===== src/hbs_pkg.sv =====
// Package for the heightmap bilinear sampler: widths, register indexes,
// sequencer states, the queue entry and configuration structs, helpers.
// No dependencies.
package hbs_pkg;

    // Fixed-point fraction width of grid coordinates
    localparam int FRAC_BITS     = 16;

    // Defaults for the grid size parameters
    localparam int DEF_MAX_WIDTH = 64;
    localparam int DEF_MAX_DEPTH = 64;

    // Widths fixed by the item fields
    localparam int TEXEL_W       = 8;
    localparam int ROWCOL_W      = 6;
    localparam int POS_W         = 32;
    localparam int INV_W         = 24;
    localparam int HEIGHT_W      = 32;
    localparam int GRID_REG_W    = 7;
    localparam int IDX_W         = 8;    // texel index, covers sizes up to 256
    localparam int SIZE_W        = 9;    // size value, holds 256 itself

    // Stream payload layout (slave side tdata)
    localparam int ROW_LSB       = 0;
    localparam int COL_LSB       = ROW_LSB + ROWCOL_W;
    localparam int VALUE_LSB     = COL_LSB + ROWCOL_W;
    localparam int POSX_LSB      = VALUE_LSB + TEXEL_W;
    localparam int POSZ_LSB      = POSX_LSB + POS_W;
    localparam int S_TDATA_W     = ((POSZ_LSB + POS_W + 7) / 8) * 8;
    localparam int M_TDATA_W     = HEIGHT_W;

    // Configuration port
    localparam int CFG_IDX_W     = 3;
    localparam int CFG_DATA_W    = 32;

    // Queue between front and back
    localparam int QUEUE_DEPTH   = 4;

    // Register reset values
    localparam logic [GRID_REG_W-1:0] RST_GRID_WIDTH    = 7'd64;
    localparam logic [GRID_REG_W-1:0] RST_GRID_DEPTH    = 7'd64;
    localparam logic [INV_W-1:0]      RST_INV_CELL_SIZE = 24'd65536;
    localparam logic signed [31:0]    RST_BASE_HEIGHT   = 32'sd0;
    localparam logic signed [31:0]    RST_HEIGHT_GAIN   = 32'sd65536;

    typedef enum logic [CFG_IDX_W-1:0] {
        REG_GRID_WIDTH    = 3'd0,
        REG_GRID_DEPTH    = 3'd1,
        REG_INV_CELL_SIZE = 3'd2,
        REG_BASE_HEIGHT   = 3'd3,
        REG_HEIGHT_GAIN   = 3'd4
    } cfg_reg_t;

    typedef enum logic {
        CMD_WRITE = 1'b0,
        CMD_QUERY = 1'b1
    } cmd_t;

    typedef enum logic [1:0] {
        SEQ_IDLE,
        SEQ_RD1,
        SEQ_RD2,
        SEQ_RD3
    } seq_state_t;

    typedef struct packed {
        logic [GRID_REG_W-1:0] grid_width;
        logic [GRID_REG_W-1:0] grid_depth;
        logic [INV_W-1:0]      inv_cell_size;
        logic signed [31:0]    base_height;
        logic signed [31:0]    height_gain;
    } hbs_cfg_t;

    // One queued operation: a texel write or a classified query
    typedef struct packed {
        cmd_t                  cmd;
        logic                  loaded;
        logic                  wr_ok;
        logic [ROWCOL_W-1:0]   row;
        logic [ROWCOL_W-1:0]   col;
        logic [TEXEL_W-1:0]    value;
        logic [IDX_W-1:0]      ix0;
        logic [IDX_W-1:0]      ix1;
        logic [IDX_W-1:0]      iz0;
        logic [IDX_W-1:0]      iz1;
        logic [FRAC_BITS-1:0]  fx;
        logic [FRAC_BITS-1:0]  fz;
    } hbs_entry_t;

    // Clamp a size register to [2, hi]
    function automatic logic [SIZE_W-1:0] clamp_size(input logic [GRID_REG_W-1:0] v,
                                                     input logic [SIZE_W-1:0] hi);
        logic [SIZE_W-1:0] ve;
        ve = SIZE_W'(v);
        if (ve < SIZE_W'(2))
            return SIZE_W'(2);
        else if (ve > hi)
            return hi;
        else
            return ve;
    endfunction

endpackage


===== src/hbs_fifo.sv =====
// Short queue between the sampler front and back.
// Depends on hbs_pkg (entry type and depth).
module hbs_fifo import hbs_pkg::*; (
    input  logic       clk,
    input  logic       rst_n,
    input  logic       push,
    input  hbs_entry_t push_data,
    output logic       full,
    input  logic       pop,
    output hbs_entry_t head,
    output logic       empty
);

    localparam int PTR_W = $clog2(QUEUE_DEPTH);
    localparam int CNT_W = $clog2(QUEUE_DEPTH + 1);

    hbs_entry_t         entries_reg [QUEUE_DEPTH];
    logic [PTR_W-1:0]   wr_ptr_reg;
    logic [PTR_W-1:0]   rd_ptr_reg;
    logic [CNT_W-1:0]   count_reg;

    function automatic logic [PTR_W-1:0] ptr_inc(input logic [PTR_W-1:0] p);
        if (p == PTR_W'(QUEUE_DEPTH - 1))
            return '0;
        else
            return p + PTR_W'(1);
    endfunction

    assign full  = (count_reg == CNT_W'(QUEUE_DEPTH));
    assign empty = (count_reg == '0);
    assign head  = entries_reg[rd_ptr_reg];

    // Pointers and fill count
    always_ff @(posedge clk or negedge rst_n)
    begin
        if (!rst_n)
        begin
            wr_ptr_reg <= '0;
            rd_ptr_reg <= '0;
            count_reg  <= '0;
        end
        else
        begin
            if (push)
                wr_ptr_reg <= ptr_inc(wr_ptr_reg);
            if (pop)
                rd_ptr_reg <= ptr_inc(rd_ptr_reg);
            if (push && !pop)
                count_reg <= count_reg + CNT_W'(1);
            else if (pop && !push)
                count_reg <= count_reg - CNT_W'(1);
        end
    end

    // Entry storage
    always_ff @(posedge clk)
    begin
        if (push)
            entries_reg[wr_ptr_reg] <= push_data;
    end

    assert property (@(posedge clk) disable iff (!rst_n)
                     (push && full) |-> pop)
        else $error("push into full queue");

endmodule


===== config.mk =====
export PLATFORM = sky130hd
export DESIGN_NAME = hbs_fifo
export DESIGN_NICKNAME = d
export VERILOG_FILES = /design/src/hbs_pkg.sv /design/src/hbs_fifo.sv
export SDC_FILE = /design/constraint.sdc
export NUM_CORES = 1
export LEC_CHECK = 0
export ABC_AREA = 1
export BUFFER_PORTS_ARGS = -buffer_cell sky130_fd_sc_hd__buf_4
export CAP_MARGIN = 20
export CORE_MARGIN = 2
export CORE_UTILIZATION = 40
export CTS_CLUSTER_DIAMETER = 80
export DETAILED_ROUTE_END_ITERATION = 10
export GPL_ROUTABILITY_DRIVEN = 0
export GPL_TIMING_DRIVEN = 0
export SLEW_MARGIN = 20
export SYNTH_ARGS = -nofsm -noshare
export SYNTH_HDL_FRONTEND = slang
export SYNTH_SLANG_ARGS = --single-unit
export TNS_END_PERCENT = 10

===== constraint.sdc =====
create_clock -name clk -period 5 [get_ports clk]
set_input_delay 0.25 -clock clk [delete_from_list [all_inputs] [get_ports clk]]
set_output_delay 0.25 -clock clk [all_outputs]
set_load 0.1 [all_outputs]

# Yosys cells after proc, flatten, opt, wreduce, memory -nomap -nowiden
# Memory sizes are Yosys's and may differ from the RTL's.
# Index checks and enable logic that the tools add are counted.
[word_totals]
register_bits = 7
mem_bits_rw = 348
input_bits = 91
wordCells = 23
memories = 1
[classes]
n_addsub = 4
eq_ne = 3
n_mux = 6
n_reduce_logical = 6
[mem_list]
columns = ["memory", "words", "word_bits", "rd", "rd_ports_with_merged_regs", "write_ports", "line", "source"]
rows = [
  ["entries_reg", 4, 87, 1, 0, 1, "hbs_fifo.sv:17", "hbs_entry_t entries_reg [QUEUE_DEPTH];"],
]
[ops]
columns = ["operator", "count"]
rows = [
  ["3-bit 2-to-1 mux", 2],
  ["2-bit by 1-bit adder with 2-bit output, second input constant", 2],
  ["2-bit equality test, second input constant", 2],
  ["2-bit 2-to-1 mux", 2],
  ["3-bit by 1-bit adder with 3-bit output, second input constant", 1],
  ["3-bit equality test, second input constant", 1],
  ["3-bit logical NOT", 1],
  ["3-bit by 1-bit subtractor with 3-bit output, second input constant", 1],
  ["1-bit logical AND", 2],
  ["1-bit logical NOT", 2],
  ["1-bit 2-to-1 mux", 2],
  ["2-bit nonzero test", 1],
]

# Depth between registers and ports, before layout
[depth]
word_depth = 4
ltp_mapped = 9
mapped_depth_nobuf = 9

# Worst setup path after synthesis
# Ideal clock, no wire load.
[synth_timing]
path_kind = "register to register"
start = "register wr_ptr_reg[0]"
end = "memory entries_reg[0][0] (netlist bit) (enable)"
setup_ps = 441
t_arrival_ps = 2343
setup_slack_ps = 2216
path_stages_with_launch = 5
n_path_buf = 0
synth_period_minus_slack_ps = 2784
path_cell_list = "dfrtp_1 > inv_1 > ha_1 > nand2_1 > inv_1"
[synth_rtl]
columns = ["element", "line", "source"]
rows = [
  ["start, declared", "hbs_fifo.sv:18", "logic [PTR_W-1:0] wr_ptr_reg;"],
  ["start signal, assigned", "hbs_fifo.sv:45", "wr_ptr_reg <= ptr_inc(wr_ptr_reg);"],
  ["end, declared", "hbs_fifo.sv:17", ""],
]
# No word-level cell before the write port.

==> results_dict.tcl <==
set metrics [dict create \
    outcome "completed" \
    dr_total_vias 8875 \
    grt_antenna_before_repair 2 \
    final_antenna_net_count 0 \
    cap_viol_max_count 0 \
    hold_violations 0 \
    layout.cells.most_common "edfxtp_1" \
    dieArea_um2 36900 \
    finish.utilization_pct 52.6 \
    pin_count 180 \
    rows 68 \
    fmaxAchievable_ghz 0.393 \
    drt_wl_total_um 33200 \
    crit_fanout 10 \
    dieHeight_um 192 \
    clock_slew_at_reported_path_ffs_ns 0.06 \
    worst_clock_skew_ns 0.00990 \
    mostFrequentLayoutCells "edfxtp_1 (348), nand2_1 (277), buf_4 (183)" \
    grt_usage_pct 18.2 \
    initial_core_util_pct 40.8 \
    period_needed_ns 2.54 \
    cts.sink_count 355 \
    worstSkewPairLatency_ns 0.51 \
    core_um2 34700 \
    detailedRoute.firstPassIterationCount 5 \
    critPathKind "reg -> out" \
    design.final.nets 1479 \
    drt-wirelength-per-cell_um 17.8 \
    number_of_global_route_vias_before_repair 8871 \
    finalSetupViolCount 0 \
    port_buffers 179 \
    rrSetupSlack_ns 3.13 \
    fin_setup_tns_ns 0 \
    required_ns 4.75 \
    cts_tree "done" \
    drt_iter0_markers 475 \
    cts_htree_levels 2 \
    cts.path.max_buffers 3 \
    timing.slew.headroom_pct 55.0 \
    register_area_share_after_synthesis_pct 75.1 \
    grt_start_max_net_pins 47 \
    final-max-slew-violation-count 0 \
    arrival_ns 2.29 \
    ys_seq_elements 355 \
    drc 0 \
    layout-drive-gt1-share_pct 20.4 \
    mappedNetlistNets 1165 \
    syn_avg_cell_area_um2 13.3 \
    grt_setup_unrepaired "false" \
    die_w_um 192 \
    worstSetupEndpointType "primary output" \
    largest_register_ffs 348 \
    grt_pass1_wl_um 50400 \
    routed_via_density 4.76 \
    syn-cell-area_um2 14100 \
    cts_root_buffer "clkbuf_16" \
    yosysWarnings 0 \
    detailedPlacementHpwl_um 20600 \
    worst_setup_path_start_kind "register" \
    syn_inst 1067 \
    postCtsResizedCells 0 \
    postCtsSetupBuffers 0 \
    worstHoldPathType "in -> async" \
    cts_buffers 39 \
    tightestPinTransition_ns 0.675 \
    post-route-period-util_pct 50.8 \
    grt_overflow 0 \
    yosysUniqueCellTypes 20 \
    flow.area_growth_from_synthesis_pct 29.2 \
]
-- layer usage --
metal / track usage [%] / wire length [µm] / vias to the layer above / part of all wire [%]
met4: 4.37 / 558 / 0 / 1.7
met1: 23.7 / 14600 / 4276 / 44
met3: 4.06 / 1860 / 46 / 5.6
met2: 31.0 / 16200 / 188 / 49
met5: 0 / 0 / - / 0
li1: - / - / 4365 / -
-- final cells by class --
class | count | area [µm²]
repair buffers | 273 | 2350
plain buffers | 57 | 323
clock inverters | 16 | 104
well taps | 455 | 569
flip-flops and latches | 355 | 10600
multi-input cells | 468 | 2490
fillers | 2923 | 16400
inverters | 187 | 724
diodes | 2 | 5.00
clock buffers | 53 | 1070
-- cells by family after synthesis --
group	Yosys count	synth area share (%)
flip-flops	355	75.1
AND/OR/NAND/NOR	282	7.53
adder cells (fa/ha/maj)	7	0.672
buffers and inverters	244	7.26
AO/OA/AOI/OAI	178	9.37
XOR/XNOR	1	0.0619
-- synthesized netlist by cell type, drive strengths merged --
cell / count / area share, %
o21ai: 4 / 0.14
dfrtp: 7 / 1.2
fa: 1 / 0.14
nor3: 2 / 0.071
nand3: 1 / 0.035
nor2: 1 / 0.027
nand2: 277 / 7.3
edfxtp: 348 / 74
nand4: 1 / 0.044
buf: 49 / 2.1
o211ai: 174 / 9.2
clkbuf: 8 / 0.21
xnor2: 1 / 0.062
inv: 187 / 5.0
ha: 6 / 0.53
-- worst max-delay path, cell delays in order, from the launching register on --
cell	delay (ns)
dfrtp_1	0.35
buf_4	0.21
clkbuf_1	0.54
o211ai_1	0.18
nand2_1	0.17
buf_4	0.31
-- final timing paths --
kind                       cells past startpoint     startpoint           endpoint
min                                            2          rst_n      rd_ptr_reg[1]
min in group clk                               2   push_data[3]  entries_reg[1][3]
max reg2reg                                    5  wr_ptr_reg[0]  entries_reg[2][6]
min reg2reg                                    2   count_reg[2]       count_reg[2]
max                                            5  rd_ptr_reg[1]           head[20]
max in group asynchronous                      2          rst_n      wr_ptr_reg[1]
-- stage by stage --
step                      setup slack (ns)  instance area (µm²)  hold slack, ns  cells
after floorplan                       2.22                14100         -0.0456   1067
after global placement               0.625                16100          0.0725   1701
after detailed placement              2.97                16200          0.0711   1705
after CTS                             2.41                18300          0.0747   1864
after global routing                  2.33                18300          0.0859   1865
final                                 2.46                18300          0.0999   1866
-- timing repair --
action                                  CTS  global route
hold buffers                             90             0
endpoints found under the setup margin    0             0
hold endpoints to repair                359             0
Power is not shown: default switching activity piles up to over one toggle a cycle in this logic, so the estimate is an artifact.
